**config.mk**
```make
export PLATFORM = sky130hd
export DESIGN_NAME = periodic_can_message_scheduler_top
export DESIGN_NICKNAME = d
export VERILOG_FILES = /design/src/hw/rtl/pcms_pkg.sv /design/src/hw/rtl/periodic_can_message_scheduler_top.sv
export VERILOG_INCLUDE_DIRS = /design/src /design/src/hw/rtl
export SDC_FILE = /design/constraint.sdc
export NUM_CORES = 1
export LEC_CHECK = 0
export ABC_AREA = 1
export BUFFER_PORTS_ARGS = -buffer_cell sky130_fd_sc_hd__buf_2
export CORE_UTILIZATION = 35
export DETAILED_ROUTE_END_ITERATION = 8
export PLACE_DENSITY = 0.49
export SYNTH_ARGS = -nofsm -noshare
export SYNTH_HDL_FRONTEND = slang
export SYNTH_SLANG_ARGS = --single-unit
```
**constraint.sdc**
```tcl
create_clock -name clk -period 9 [get_ports clk]
set_input_delay 2.25 -clock clk [delete_from_list [all_inputs] [get_ports clk]]
set_output_delay 2.25 -clock clk [all_outputs]
set_load 0.03 [all_outputs]
```
**src/hw/rtl/periodic_can_message_scheduler_top_defines.svh**
```systemverilog
// Assertion macros shared by the periodic CAN message scheduler RTL.
`ifndef PERIODIC_CAN_MESSAGE_SCHEDULER_TOP_DEFINES_SVH
`define PERIODIC_CAN_MESSAGE_SCHEDULER_TOP_DEFINES_SVH

// Same-cycle implication, disabled while reset is asserted.
`define PCMS_ASSERT_NOW(label, clk, rst_n, ante, cons, msg) \
    label: assert property (@(posedge clk) disable iff (!rst_n) (ante) |-> (cons)) \
        else $error(msg);

// Next-cycle implication, disabled while reset is asserted.
`define PCMS_ASSERT_NEXT(label, clk, rst_n, ante, cons, msg) \
    label: assert property (@(posedge clk) disable iff (!rst_n) (ante) |=> (cons)) \
        else $error(msg);

`endif

```
**src/hw/rtl/pcms_pkg.sv**
```systemverilog
// Package with types, codes and helpers of the periodic CAN message scheduler.
`timescale 1ns / 1ps
package pcms_pkg;

    // Default number of message slots.
    localparam int NUM_SLOTS_DEF = 4;

    // Largest valid data length code.
    localparam logic [7:0] MAX_DLC = 8'd8;

    // Request type codes.
    localparam logic [1:0] REQ_TICK = 2'd0;
    localparam logic [1:0] REQ_CFG  = 2'd1;
    localparam logic [1:0] REQ_SEND = 2'd2;

    // Sequencer states.
    typedef enum logic [2:0] {
        ST_IDLE,
        ST_CFG,
        ST_SCAN,
        ST_FLUSH,
        ST_SEND
    } state_t;

    // One CAN message as stored and emitted.
    typedef struct packed {
        logic [31:0] id;
        logic [3:0]  len;
        logic [63:0] data;
    } msg_t;

    // Mask that covers the first len payload bytes.
    function automatic logic [63:0] byte_mask(input logic [3:0] len);
        logic [63:0] m;
        m = '0;
        for (int b = 0; b < 8; b++)
        begin
            if (4'(b) < len)
            begin
                m[b*8 +: 8] = 8'hFF;
            end
        end
        return m;
    endfunction

endpackage

```
**src/hw/rtl/periodic_can_message_scheduler_top.sv**
```systemverilog
// Top level of the periodic CAN message scheduler: slot table and its sequencer.
`timescale 1ns / 1ps
`include "periodic_can_message_scheduler_top_defines.svh"

// A request is taken when start is high and busy is low. A tick request visits
// one slot per cycle through a single increment-and-compare unit, so it keeps
// busy high through the scan of every slot and the flush state that follows
// it; configure and send-now requests keep busy high for one cycle, and
// ignored requests for none. Messages come out at most one per cycle on
// out_valid, in slot order, and cannot be held off by the receiver; out_last
// marks the final message of a request. Because a message is only known to
// be the last once the scan is done, each due slot is held until the next
// due slot is found or the scan ends, and the final message appears in the
// first cycle in which busy is low again.
module periodic_can_message_scheduler_top #(
    parameter int NUM_SLOTS = pcms_pkg::NUM_SLOTS_DEF
) (
    input  logic        clk,
    input  logic        rst_n,
    input  logic        start,
    output logic        busy,
    input  logic [1:0]  req_type,
    input  logic [7:0]  slot,
    input  logic        enable,
    input  logic [15:0] period,
    input  logic [31:0] msg_id,
    input  logic [7:0]  msg_length,
    input  logic [63:0] msg_payload,
    output logic        out_valid,
    output logic [31:0] out_id,
    output logic [3:0]  out_length,
    output logic [63:0] out_payload,
    output logic        out_last
);
    import pcms_pkg::*;

    localparam int IDX_W = (NUM_SLOTS > 1) ? $clog2(NUM_SLOTS) : 1;
    localparam logic [IDX_W-1:0] LAST_IDX = IDX_W'(NUM_SLOTS - 1);

    // Slot table.
    logic        en_reg   [NUM_SLOTS];
    logic [15:0] per_reg  [NUM_SLOTS];
    logic [15:0] cnt_reg  [NUM_SLOTS];
    logic [31:0] id_reg   [NUM_SLOTS];
    logic [3:0]  len_reg  [NUM_SLOTS];
    logic [63:0] data_reg [NUM_SLOTS];

    // Sequencer and latched request.
    state_t           state_reg, state_next;
    logic [IDX_W-1:0] idx_reg;
    logic [IDX_W-1:0] req_slot_reg;
    logic             req_en_reg;
    logic [15:0]      req_per_reg;
    msg_t             req_msg_reg;

    // Message waiting to learn whether it is the last one.
    msg_t pend_reg;
    logic pend_valid_reg;

    // Output registers.
    logic out_valid_reg;
    logic out_last_reg;
    msg_t out_msg_reg;

    logic             accept;
    logic             slot_ok;
    logic             len_ok;
    logic [IDX_W-1:0] addr;
    logic [15:0]      cnt_inc;
    logic             due;
    logic             scan_hit;
    logic             cfg_wr;
    logic [63:0]      cfg_mask;
    logic [63:0]      cfg_data;

    assign accept  = start && (state_reg == ST_IDLE);
    assign slot_ok = (slot < 8'(NUM_SLOTS));
    assign len_ok  = (msg_length <= MAX_DLC);

    // One table address serves both the configure write and the scan.
    assign addr = (state_reg == ST_CFG) ? req_slot_reg : idx_reg;

    // Shared increment-and-compare unit.
    assign cnt_inc = cnt_reg[addr] + 16'd1;
    assign due     = (cnt_inc >= per_reg[addr]);

    // Byte-masked payload merge for a configure request.
    assign cfg_mask = byte_mask(req_msg_reg.len);
    assign cfg_data = (data_reg[addr] & ~cfg_mask) | (req_msg_reg.data & cfg_mask);

    // Next-state logic.
    always_comb
    begin
        state_next = state_reg;
        unique case (state_reg)
            ST_IDLE:
            begin
                if (start)
                begin
                    priority if (req_type == REQ_TICK)
                    begin
                        state_next = ST_SCAN;
                    end
                    else if (req_type == REQ_CFG && slot_ok && len_ok)
                    begin
                        state_next = ST_CFG;
                    end
                    else if (req_type == REQ_SEND && len_ok)
                    begin
                        state_next = ST_SEND;
                    end
                    else
                    begin
                        state_next = ST_IDLE;
                    end
                end
            end
            ST_CFG:   state_next = ST_IDLE;
            ST_SCAN:  state_next = (idx_reg == LAST_IDX) ? ST_FLUSH : ST_SCAN;
            ST_FLUSH: state_next = ST_IDLE;
            ST_SEND:  state_next = ST_IDLE;
            default:  state_next = ST_IDLE;
        endcase
    end

    // Control outputs of the sequencer.
    always_comb
    begin
        scan_hit = 1'b0;
        cfg_wr   = 1'b0;
        unique case (state_reg)
            ST_SCAN:  scan_hit = en_reg[addr] && due;
            ST_CFG:   cfg_wr   = 1'b1;
            default:
            begin
                scan_hit = 1'b0;
                cfg_wr   = 1'b0;
            end
        endcase
    end

    // State register and scan index.
    always_ff @(posedge clk or negedge rst_n)
    begin
        if (!rst_n)
        begin
            state_reg <= ST_IDLE;
            idx_reg   <= '0;
        end
        else
        begin
            state_reg <= state_next;
            if (accept)
            begin
                idx_reg <= '0;
            end
            else if (state_reg == ST_SCAN && idx_reg != LAST_IDX)
            begin
                idx_reg <= idx_reg + IDX_W'(1);
            end
        end
    end

    // Latch the accepted request.
    always_ff @(posedge clk)
    begin
        if (accept)
        begin
            req_slot_reg     <= slot[IDX_W-1:0];
            req_en_reg       <= enable;
            req_per_reg      <= period;
            req_msg_reg.id   <= msg_id;
            req_msg_reg.len  <= msg_length[3:0];
            req_msg_reg.data <= msg_payload;
        end
    end

    // Slot table updates: configure write and counter stepping.
    always_ff @(posedge clk or negedge rst_n)
    begin
        if (!rst_n)
        begin
            for (int i = 0; i < NUM_SLOTS; i++)
            begin
                en_reg[i]   <= 1'b0;
                per_reg[i]  <= '0;
                cnt_reg[i]  <= '0;
                id_reg[i]   <= '0;
                len_reg[i]  <= '0;
                data_reg[i] <= '0;
            end
        end
        else if (cfg_wr)
        begin
            en_reg[addr]   <= req_en_reg;
            per_reg[addr]  <= req_per_reg;
            cnt_reg[addr]  <= '0;
            id_reg[addr]   <= req_msg_reg.id;
            len_reg[addr]  <= req_msg_reg.len;
            data_reg[addr] <= cfg_data;
        end
        else if (state_reg == ST_SCAN && en_reg[addr])
        begin
            cnt_reg[addr] <= due ? 16'd0 : cnt_inc;
        end
    end

    // Pending message and output registers.
    always_ff @(posedge clk or negedge rst_n)
    begin
        if (!rst_n)
        begin
            pend_valid_reg <= 1'b0;
            out_valid_reg  <= 1'b0;
            out_last_reg   <= 1'b0;
        end
        else
        begin
            out_valid_reg <= 1'b0;
            out_last_reg  <= 1'b0;
            if (scan_hit)
            begin
                // A newly due slot releases the one held before it.
                pend_valid_reg <= 1'b1;
                pend_reg.id    <= id_reg[addr];
                pend_reg.len   <= len_reg[addr];
                pend_reg.data  <= data_reg[addr];
                if (pend_valid_reg)
                begin
                    out_valid_reg <= 1'b1;
                    out_msg_reg   <= pend_reg;
                end
            end
            else if (state_reg == ST_FLUSH)
            begin
                pend_valid_reg <= 1'b0;
                if (pend_valid_reg)
                begin
                    out_valid_reg <= 1'b1;
                    out_last_reg  <= 1'b1;
                    out_msg_reg   <= pend_reg;
                end
            end
            else if (state_reg == ST_SEND)
            begin
                out_valid_reg    <= 1'b1;
                out_last_reg     <= 1'b1;
                out_msg_reg.id   <= req_msg_reg.id;
                out_msg_reg.len  <= req_msg_reg.len;
                out_msg_reg.data <= req_msg_reg.data & byte_mask(req_msg_reg.len);
            end
        end
    end

    assign busy        = (state_reg != ST_IDLE);
    assign out_valid   = out_valid_reg;
    assign out_last    = out_last_reg;
    assign out_id      = out_msg_reg.id;
    assign out_length  = out_msg_reg.len;
    assign out_payload = out_msg_reg.data;

    // The cycle after an accepted request never carries a message.
    `PCMS_ASSERT_NEXT(a_no_out_after_accept, clk, rst_n, start && !busy, !out_valid,
        "message shown right after a request was accepted")

    // The last message of a request is never followed directly by another.
    `PCMS_ASSERT_NEXT(a_gap_after_last, clk, rst_n, out_valid && out_last, !out_valid,
        "message shown right after the last message")

    // A message that is not the last one is only shown while the scan goes on.
    `PCMS_ASSERT_NOW(a_mid_in_scan, clk, rst_n, out_valid && !out_last,
        state_reg == ST_SCAN || state_reg == ST_FLUSH,
        "non-last message shown outside a tick scan")

    // Emitted lengths are always valid data length codes.
    `PCMS_ASSERT_NOW(a_len_range, clk, rst_n, out_valid, out_length <= 4'd8,
        "emitted length above eight")

endmodule
```
Word-level counts from Yosys, hierarchy flattened
Index checks and enable logic that the tools add are counted.
{"block": "totals", "ff_bits": 859, "output_inout_bits": 103, "elab_cells": 181}
{"block": "classes", "add_sub_neg": 2, "n_lt_le_gt_ge": 13, "n_eq_ne": 9, "muxes": 91, "bitwise_logic": 8, "n_reduce_logical": 17}
{"op": "2-to-1 mux 100 bit", "n": 4}
{"op": "2-to-1 mux 64 bit", "n": 5}
{"op": "bitwise AND 64 bit", "n": 4}
{"op": "bitwise mux 256 bit", "n": 1}
{"op": "2-to-1 mux 8 bit", "n": 32}
{"op": "binary-select mux 64 bit (select 2 bit)", "n": 1}
{"op": "bitwise mux 128 bit", "n": 1}
{"op": "bitwise mux 64 bit", "n": 2}
{"op": "demux 64 bit (select 2 bit)", "n": 1}
{"op": "NOT 64 bit", "n": 2}
{"op": "2-to-1 mux 16 bit", "n": 6}
{"op": "2-to-1 mux 32 bit", "n": 3}
{"op": "binary-select mux 16 bit (select 2 bit)", "n": 2}
{"op": "binary-select mux 32 bit (select 2 bit)", "n": 1}
{"op": "demux 32 bit (select 2 bit)", "n": 1}
{"op": "OR 64 bit", "n": 1}
{"op": "demux 16 bit (select 2 bit)", "n": 1}
{"op": "adder 16 x 1 -> 16 bit (second input constant)", "n": 1}
{"op": "bitwise mux 16 bit", "n": 1}
{"op": ">= comparator 16 bit", "n": 1}
{"op": "< comparator 3 x 4 -> 1 bit (first input constant)", "n": 4}
{"op": "2-to-1 mux 1 bit", "n": 13}
{"op": "2-to-1 mux 3 bit", "n": 4}
{"op": "2-to-1 mux 4 bit", "n": 3}
{"op": "27 further kinds", "n": 45}

Depth between registers and ports, before layout
Gate-level depths: netlist of run 1.
{"block": "depth", "depth_word": 15, "ltp_mapped": 30, "depth_no_buf": 26}

Worst setup path before layout of run 1
No wires, ideal clock.
{"block": "synth_path", "kind": "reg2reg", "from": "register state_reg[1]", "to": "register pend_reg[0] (netlist name) (enable)", "setup_time_ns": 0.559, "arrival_ns": 7.318, "t_required_ns": 8.441, "setup_slack_ns": 1.123, "stages_incl_launch_ff": 24, "path_buffers": 2, "period_less_slack_ns": 7.877, "path_cell_list": "dfrtp_1 -> inv_4 -> nand3_4 -> buf_6 -> nand2_4 -> nand2_4 -> buf_6 -> nand3_1 -> nand2_1 -> nor2_2 -> ha_1 -> nand3_4 -> nor2_2 -> nand3_1 -> and2_1 -> ha_1 -> nand2_1 -> inv_1 -> nand3_1 -> nor3_1 -> nand3_1 -> nand3_1 -> nand2_2 -> nor2_1"}
{"block": "synth_between", "elab_chain_cells": 11, "elab_cells_between_ends": 18, "classes_between": "add/sub (1); order compare (1); eq/ne (2); mux (11); bitwise (1); reduce/logical (2)"}
{"item": "start: declaration", "line": "periodic_can_message_scheduler_top.sv:49", "rtl": "state_t state_reg, state_next;"}
{"item": "start signal: assignment", "line": "periodic_can_message_scheduler_top.sv:152", "rtl": "state_reg <= state_next;"}
{"item": "== test 3 x 1 -> 1 bit", "line": "periodic_can_message_scheduler_top.sv:81", "rtl": "assign addr = (state_reg == ST_CFG) ? req_slot_reg : idx_reg;"}
{"item": "2-to-1 mux 2 bit", "line": "periodic_can_message_scheduler_top.sv:81"}
{"item": "NOT 2 -> 3 bit (implied by the code)", "line": "periodic_can_message_scheduler_top.sv:84, periodic_can_message_scheduler_top.sv:85, periodic_can_message_scheduler_top.sv:132"}
{"item": "binary-select mux 16 bit (select 2 bit)", "line": "periodic_can_message_scheduler_top.sv:84", "rtl": "assign cnt_inc = cnt_reg[addr] + 16'd1;"}
{"item": "2-to-1 mux 16 bit (implied by the code) (2 in a row)", "line": "periodic_can_message_scheduler_top.sv:84"}
{"item": "adder 16 x 1 -> 16 bit", "line": "periodic_can_message_scheduler_top.sv:84"}
{"item": ">= comparator 16 bit", "line": "periodic_can_message_scheduler_top.sv:85", "rtl": "assign due = (cnt_inc >= per_reg[addr]);"}
{"item": "logical AND 1 bit", "line": "periodic_can_message_scheduler_top.sv:132", "rtl": "ST_SCAN: scan_hit = en_reg[addr] && due;"}
{"item": "2-to-1 mux 1 bit *", "line": "periodic_can_message_scheduler_top.sv:131", "rtl": "unique case (state_reg)"}
{"item": "AND reduction 2 bit (no source line) *"}
{"item": "end: declaration", "line": "periodic_can_message_scheduler_top.sv:57", "rtl": "msg_t pend_reg;"}
Mark *: on every way between the ends. The rest lies on a longest branch, timed or not. The select of a mux whose other input is x is not followed.
A chain may end at the register's enable or synchronous reset.

Final worst setup path of run 1
{"block": "layout_path", "from": "register state_reg[0]", "to": "register out_msg_reg, in the netlist out_payload[38] (enable)"}
{"block": "layout_between", "elab_chain_cells": 12, "elab_cells_between_ends": 21, "classes_between": "add/sub (1); order compare (1); eq/ne (4); mux (11); bitwise (1); reduce/logical (3)"}
{"item": "== test 3 x 1 -> 1 bit", "line": "periodic_can_message_scheduler_top.sv:81"}
{"item": "2-to-1 mux 2 bit", "line": "periodic_can_message_scheduler_top.sv:81"}
{"item": "NOT 2 -> 3 bit (implied by the code)", "line": "periodic_can_message_scheduler_top.sv:84, periodic_can_message_scheduler_top.sv:85, periodic_can_message_scheduler_top.sv:132"}
{"item": "binary-select mux 16 bit (select 2 bit)", "line": "periodic_can_message_scheduler_top.sv:84"}
{"item": "2-to-1 mux 16 bit (implied by the code) (2 in a row)", "line": "periodic_can_message_scheduler_top.sv:84"}
{"item": "adder 16 x 1 -> 16 bit", "line": "periodic_can_message_scheduler_top.sv:84"}
{"item": ">= comparator 16 bit", "line": "periodic_can_message_scheduler_top.sv:85"}
{"item": "logical AND 1 bit", "line": "periodic_can_message_scheduler_top.sv:132"}
{"item": "2-to-1 mux 1 bit", "line": "periodic_can_message_scheduler_top.sv:131"}
{"item": "nonzero test 3 bit (no source line) *"}
{"item": "AND reduction 2 bit (no source line) *"}
{"item": "end signal: assignment", "line": "periodic_can_message_scheduler_top.sv:231", "rtl": "out_msg_reg <= pend_reg;"}
{"item": "end signal: assignment", "line": "periodic_can_message_scheduler_top.sv:241", "rtl": "out_msg_reg <= pend_reg;"}
{"item": "end: declaration", "line": "periodic_can_message_scheduler_top.sv:63", "rtl": "msg_t out_msg_reg;"}
Marked as above.

==> results of run 1 <==
[area by class of cell]
| class | count | area share |
|---|---|---|
| Antenna cell | 1 | 0.0000585 |
| Clock buffer | 154 | 0.0682 |
| Clock inverter | 30 | 0.00740 |
| Inverter | 329 | 0.0293 |
| Multi-Input combinational cell | 2127 | 0.279 |
| Sequential cell | 859 | 0.540 |
| Tap cell | 1391 | 0.0407 |
| Timing Repair Buffer | 272 | 0.0356 |
[cells in the final DEF, fill, tap and decap left out, types with 8 or more instances in the layout]
master,instances
sky130_fd_sc_hd__nand2_1,801
sky130_fd_sc_hd__dfrtp_1,539
sky130_fd_sc_hd__edfxtp_1,319
sky130_fd_sc_hd__inv_1,311
sky130_fd_sc_hd__o21ai_0,251
sky130_fd_sc_hd__buf_2,235
sky130_fd_sc_hd__nor2_1,197
sky130_fd_sc_hd__a31oi_1,164
sky130_fd_sc_hd__clkbuf_16,103
sky130_fd_sc_hd__a22oi_1,101
sky130_fd_sc_hd__mux2_2,84
sky130_fd_sc_hd__a21oi_1,80
sky130_fd_sc_hd__nand3_1,64
sky130_fd_sc_hd__o221ai_1,61
sky130_fd_sc_hd__o221ai_2,40
sky130_fd_sc_hd__clkbuf_1,36
sky130_fd_sc_hd__o211ai_1,33
sky130_fd_sc_hd__mux2i_1,32
sky130_fd_sc_hd__or2_2,32
sky130_fd_sc_hd__buf_4,31
sky130_fd_sc_hd__o22ai_1,30
sky130_fd_sc_hd__o21ai_1,29
sky130_fd_sc_hd__nand4_1,23
sky130_fd_sc_hd__ha_1,18
sky130_fd_sc_hd__a221oi_1,15
sky130_fd_sc_hd__clkbuf_8,15
sky130_fd_sc_hd__clkinv_2,13
sky130_fd_sc_hd__inv_2,12
sky130_fd_sc_hd__nor2_4,10
sky130_fd_sc_hd__nand2_2,8
sky130_fd_sc_hd__nor2_2,8
[kinds of logic after synthesis]
group	synth area share
AOI/OAI and AO/OA	0.144
buffers and inverters	0.0607
DFF	0.620
and+or+nand+nor	0.132
xor gates and xnor gates	0.00276
muxes	0.0340
adders and majority gates	0.00605
[where the power goes]
part	internal, µW	leakage, µW	switching (µW)
Clock	2390	0.00158	1640
Combinational	1430	0.00640	3050
Sequential	5370	0.0101	551
Total	9190	0.0180	5240
[worst min-delay path, stage by stage (launching register included)]
cell and delay (ns):
sky130_fd_sc_hd__dfrtp_1 0.34, sky130_fd_sc_hd__nand2_1 0.05, sky130_fd_sc_hd__nand2_1 0.04
[stage by stage]
step / total power [µW] / area (µm²) / worst slack, ns / utilization
3_5_place_dp: 10500 / 39500 / 2.17 / 0.375
3_3_place_gp: 10400 / 39500 / 2.26 / 0.375
6_report: 14400 / 42800 / 2.40 / 0.406
4_1_cts: 14600 / 42800 / 2.19 / 0.406
5_1_grt: 15400 / 42800 / 1.62 / 0.406
2_1_floorplan: 9140 / 37200 / 1.12 / -
[layer usage]
layer  up-vias  wire length [µm]  global-route usage
met1     13000             51000               0.285
met4         0              2320              0.0506
met2       663             46400               0.298
li1      12500                 -                   -
met5         -                 0                   0
met3       146              5170              0.0348
[worst max-delay path by stage]
stage,endpoint,slack [ns],cells after the start
2_1_floorplan,pend_reg[0],1.12,23
3_3_place_gp,out_payload[39],2.26,23
3_5_place_dp,out_payload[39],2.17,23
4_1_cts,out_payload[47],2.19,23
5_1_grt,out_payload[35],1.62,24
6_report,out_payload[38],2.40,23
==> run_results.csv, run 1 <==
group,metric,value,unit
run_status,run_status,"finished with violations",
run_status,failed_checks,"design-rule violations",
placement,io_buffer_count,236,
worst_setup_path,worst_path_largest_cell_delay,0.74,ns
worst_setup_path,crit-reg2reg-capture,"out_payload[38]",
worst_setup_path,critPathSlowestCell,"sky130_fd_sc_hd__inv_4",
worst_hold_path,hold_path_depth,2,
timing,period_share,0.733,
synth,ys_top_cells_by_area,"sky130_fd_sc_hd__dfrtp_1, sky130_fd_sc_hd__edfxtp_1, sky130_fd_sc_hd__nand2_1",
synth,syn_nets,3676,
finish,post_route_cells_drive_above_1_share,0.170,
global_routing,grt_first_pass_wirelength,162000,µm
floorplan,floorplan.initialDensity,0.353,
floorplan,fp.coreArea,105000,µm²
worst_setup_path,critical_path.endpoint_type,"flip-flop",
synth,ys.flop_type,"sky130_fd_sc_hd__dfrtp_1",
clock_network,clk_latency,0.67,ns
pwr,vdd.ir_drop.worst,189,µV
finish,area_delta_synth_final,14.9,%
clock_network,post_cts.repair.setup_buffers,0,
timing,setup_viol,0,
clock_network,h-tree-depth,3,
pwr,pwr_density_cell,337,nW/µm²
timing,skew,0.0323,ns
timing,rsz0062_at_grt,"no",
worst_setup_path,reg2regPathDepth,23,
synth,synth-async-reset-ratio,0.629,
clock_network,clock_sink_count,859,
worst_setup_path,cp_top_family,"simple AND/OR/NAND/NOR gates",
worst_setup_path,critical_path_peak_fanout,127,
synth,ys_warn_count,0,
clock_network,cts.repair.resized,0,
worst_setup_path,r2r_slack,2.40,ns
timing,setup_tns,0,ns
worst_setup_path,critical_path_arrival,6.93,ns
floorplan,dieWidth,328,µm
worst_setup_path,setup.worst_path.start,"state_reg[0]",
worst_hold_path,worst_hold_endpoint,"per_reg[53]",
timing,finalHoldWorstSlack,0.474,ns
synth,synth_edf_count,319,
route,routed-via-count,26300,
global_routing,grt_util_all_layers,0.195,
route,drcViolationCount,68,
floorplan,die_y,328,µm
timing,period_needed,6.60,ns
route,detail_route.wl_per_cell,20.3,µm
synth,yosysMostFrequentCell,"sky130_fd_sc_hd__nand2_1",
route,final_antenna_net_count,0,
worst_setup_path,r2r_start,"state_reg[0]",
synth,synth.avg_cell_area,10.6,µm²
timing,hold_viol_final,0,
route,postRouteWirelength,105000,µm
floorplan,io_pins,237,
floorplan,fp.dieArea,108000,µm²
synth,ys_seq_area_frac,0.620,
worst_setup_path,cp_common_cell,"sky130_fd_sc_hd__nand2_1",
finish,largest_register_ffs,256,
placement,hpwlAfterDp,61600,µm
finish,post_layout_nonfiller_instances,5163,
global_routing,grt_overflow_total,0,
synth,syn_inst,3524,
finish,filler_cell_count,10300,
route,drt_iter0_markers,1972,
timing,tightestPinTransition,1.11,ns
route,vias_per_cell,5.10,
global_routing,grt_max_degree,179,
finish,fin_nets,3839,
route,dr.pass1.iters,7,
global_routing,via_count_of_the_first_global_routing_pass,26300,
timing,highest_clock_rate,152,MHz
worst_setup_path,cp_cell_sequence,"nand3_4 > nand2_1 > nand2_1 > nor2_4 > buf_12 > nand2_1 > nand2_1 > a21oi_1 > o21ai_0 > nand3_1 > and2_1 > ha_1 > nand2_1 > inv_1 > nand3_1 > nor3_1 > nand3_1 > nand3_1 > nand2_2 > nand2_8 > o21ai_0 > inv_4 > buf_12",
worst_hold_path,min_path_type,"flip-flop to flip-flop",
finish,ff_latch_area,23100,µm²
timing,maxSlewViolCount,0,
clock_network,cts_tree,"yes",
floorplan,std_cell_rows,119,
global_routing,antenna_found_initial,1,
job,maxCapViolCount,0,
worst_setup_path,critical_path_class,"flip-flop to flip-flop",
pwr,power_leakage,0.0180,µW
finish,multi_input_comb_area,11900,µm²
synth,synth_common_cells,"sky130_fd_sc_hd__nand2_1, sky130_fd_sc_hd__dfrtp_1, sky130_fd_sc_hd__edfxtp_1",
timing,relSlewSlack,0.260,
clock_network,cts.hold.buffers_added,0,
clock_network,cts_inserted_buffers,98,
placement,finalWeightedCongestion,0.850,
clock_network,cell_at_the_root_of_the_clock_tree,"sky130_fd_sc_hd__clkbuf_16",
clock_network,clk_path_buf_depth,3,
synth,netlist.area_leader.share,0.363,
synth,synth_area,37200,µm²
synth,ys_seq_elements,859,
synth,yosysTopAreaCell,"sky130_fd_sc_hd__dfrtp_1",
worst_setup_path,timing.critical_path.required,9.33,ns
worst_hold_path,hold_start,"per_reg[53]",
worst_setup_path,critical_path.n_buffers_inverters,4,
placement,placed_cells_incl_taps,4978,
synth,yosysUniqueCellTypes,50,
clock_network,clk_pin_slew,0.05,ns
worst_setup_path,critPathLaunchType,"flip-flop",
No activity file was read; power rests on OpenSTA's default activity.
==> run 2: changes to the inputs <==
--- a/config.mk
+++ b/config.mk
@@ -10,7 +10,7 @@
 export BUFFER_PORTS_ARGS = -buffer_cell sky130_fd_sc_hd__buf_2
 export CORE_UTILIZATION = 35
 export DETAILED_ROUTE_END_ITERATION = 8
-export PLACE_DENSITY = 0.49
+export PLACE_DENSITY = 0.51
 export SYNTH_ARGS = -nofsm -noshare
 export SYNTH_HDL_FRONTEND = slang
 export SYNTH_SLANG_ARGS = --single-unit
==> constraint.sdc (replaced) <==
create_clock -name clk -period 5.6 [get_ports clk]
set_input_delay 1.4 -clock clk [delete_from_list [all_inputs] [get_ports clk]]
set_output_delay 1.4 -clock clk [all_outputs]
set_load 0.03 [all_outputs]
==> run 2 against run 1 <==
  * The run still ends with design-rule violations left
  * Non-clock buffer count up 17
  * Worst hold slack better by 0.0031 ns
  * Combinational power is 65% higher
  * First-iteration DRC count rose by 10%
  * Worst setup slack worse by 1.9 ns
  * Critical path depth unchanged
  * Register-to-register slack worse by 1.9 ns
  * Design area rose by 0.56%
  * Die area unchanged
  * Clock-buffer cell count is 2 higher
  * Critical endpoint is now out_id[9]
  * Largest cell class unchanged
==> run_results.csv, run 2 (synthesis results as in run 1) <==
group,metric,value,unit
route,vias_per_cell,5.16,
worst_setup_path,critPathSlowestCell,"sky130_fd_sc_hd__dfrtp_1",
worst_setup_path,critical_path_class,"flip-flop to flip-flop",
placement,hpwlAfterDp,62500,µm
clock_network,cts.hold.buffers_added,0,
pwr,internal_power,14800,µW
timing,tightestPinTransition,1.02,ns
timing,skew,0.0240,ns
floorplan,fp.coreArea,105000,µm²
global_routing,grt_overflow_total,0,
floorplan,io_pins,237,
run_status,run_status,"finished with violations",
worst_hold_path,min_path_type,"flip-flop to flip-flop",
worst_setup_path,r2r_slack,0.49,ns
placement,finalWeightedCongestion,0.853,
finish,diodes,0,
worst_setup_path,cp_common_cell,"sky130_fd_sc_hd__nand3_1",
worst_setup_path,cp_cell_sequence,"nand4_4 > nand2_4 > buf_4 > nor2_8 > nand2_1 > nand2_1 > nor2_4 > nand3_4 > nor2_8 > nand3_1 > and2_1 > ha_1 > nand2_1 > inv_1 > nand3_1 > nor3_1 > nand3_1 > nand3_1 > nand2_2 > nand2_8 > buf_12 > buf_12 > a31oi_1",
pwr,total_switching_power,8460,µW
placement,placed_cells_incl_taps,4993,
clock_network,h-tree-depth,3,
worst_setup_path,cp_top_family,"simple AND/OR/NAND/NOR gates",
finish,area_delta_synth_final,15.6,%
finish,post_layout_nonfiller_instances,5180,
global_routing,antenna_found_initial,1,
route,postRouteWirelength,105000,µm
floorplan,die_y,328,µm
route,dr.pass1.iters,8,
timing,setup_viol,0,
global_routing,grt_first_pass_wirelength,163000,µm
run_status,failed_checks,"design-rule violations",
timing,maxSlewViolCount,0,
worst_setup_path,critical_path.endpoint_type,"flip-flop",
pwr,vdd.ir_drop.worst,442,µV
finish,stdcell_area,43000,µm²
placement,io_buffer_count,236,
pwr,p_clk_frac,0.275,
route,final_antenna_net_count,0,
timing,period_needed,5.11,ns
timing,highest_clock_rate,196,MHz
floorplan,floorplan.initialDensity,0.353,
pwr,pwr_density_cell,542,nW/µm²
pwr,switching_share,0.363,
timing,period_share,0.912,
worst_setup_path,worst_path_largest_cell_delay,0.56,ns
pwr,p_total,23300,µW
finish,post_route_cells_drive_above_1_share,0.172,
placement,cell_area_reported_after_detailed_placement,39800,µm²
worst_setup_path,timing.critical_path.required,5.99,ns
pwr,power.combinational.fraction,0.317,
clock_network,clk_latency,0.67,ns
finish,largest_register_ffs,256,
timing,setup_tns,0,ns
floorplan,fp.dieArea,108000,µm²
worst_setup_path,critical_path_peak_fanout,85,
timing,finalHoldWorstSlack,0.477,ns
finish,layout.cells.most_common_list,"sky130_fd_sc_hd__nand2_1, sky130_fd_sc_hd__dfrtp_1, sky130_fd_sc_hd__edfxtp_1",
floorplan,dieWidth,328,µm
clock_network,cell_at_the_root_of_the_clock_tree,"sky130_fd_sc_hd__clkbuf_16",
floorplan,std_cell_rows,119,
finish,fin_nets,3856,
timing,relSlewSlack,0.318,
clock_network,clk_path_buf_depth,3,
worst_setup_path,critical_path.n_buffers_inverters,4,
route,routed-via-count,26700,
route,drt_iter0_markers,2175,
finish,filler_cell_count,10300,
timing,hold_viol_final,0,
finish,layout_commonest_cell,"sky130_fd_sc_hd__nand2_1",
pwr,power.sequential.fraction,0.408,
worst_setup_path,critical_path_arrival,5.49,ns
global_routing,via_count_of_the_first_global_routing_pass,26500,
clock_network,clk_pin_slew,0.06,ns
worst_setup_path,critPathLaunchType,"flip-flop",
job,maxCapViolCount,0,
global_routing,grt_util_all_layers,0.197,
clock_network,clock_sink_count,859,
timing,rsz0062_at_grt,"no",
clock_network,cts_tree,"yes",
global_routing,grt_max_degree,150,
pwr,power_leakage,0.0181,µW
clock_network,cts_inserted_buffers,98,
route,detail_route.wl_per_cell,20.4,µm
route,drcViolationCount,30,
[run 2: metrics by stage]
step,util,setup WS (ns)
2_1_floorplan,-,0.0206
3_3_place_gp,0.378,0.657
3_5_place_dp,0.378,0.528
4_1_cts,0.408,0.542
5_1_grt,0.408,0.0151
6_report,0.408,0.494
[run 2: layer usage]
metal  vias up  share of wire  GRT usage
met4         0          0.022     0.0498
met1     13300           0.47      0.280
met5         -              0          0
li1      12500              -          -
met3       145          0.056     0.0330
met2       732           0.46      0.312
[run 2: final timing paths]
check,from,to,cells after the start
max reg2reg,state_reg[0],out_id[9],23
max in group asynchronous,rst_n,id_reg[3],3
max,state_reg[0],out_id[9],23
min in group asynchronous,rst_n,cnt_reg[19],1
min reg2reg,cnt_reg[56],cnt_reg[56],2
min,cnt_reg[56],cnt_reg[56],2
[run 2: timing repair]
item	4_1_cts	5_1_grt
gates resized for setup	0	0
buffers inserted	0	2
setup endpoints to repair	0	5
[run 2: final cells by class]
cell class | count | area (µm²) | share of cell area
inverter | 329 | 1250 | 0.0292
sequential | 859 | 23100 | 0.537
tap | 1391 | 1740 | 0.0405
multi-input combinational | 2127 | 11900 | 0.277
clock buffer | 156 | 2920 | 0.0678
clock inverter | 29 | 269 | 0.00625
timing repair buffer | 289 | 1810 | 0.0422
[run 2: worst min-delay path: stages (launching register included)]
cell and delay (ns):
sky130_fd_sc_hd__dfrtp_1 0.34, sky130_fd_sc_hd__nand2_1 0.05, sky130_fd_sc_hd__nand2_1 0.05
[run 2: power groups by stage]
stage          Sequential [µW]  Combinational, µW  Clock (µW)
2_1_floorplan             9430               5250           0
4_1_cts                   9530               7460        6580
6_report                  9520               7390        6400
5_1_grt                   9740               8260        6810
3_3_place_gp              9600               7370           0
3_5_place_dp              9630               7440           0
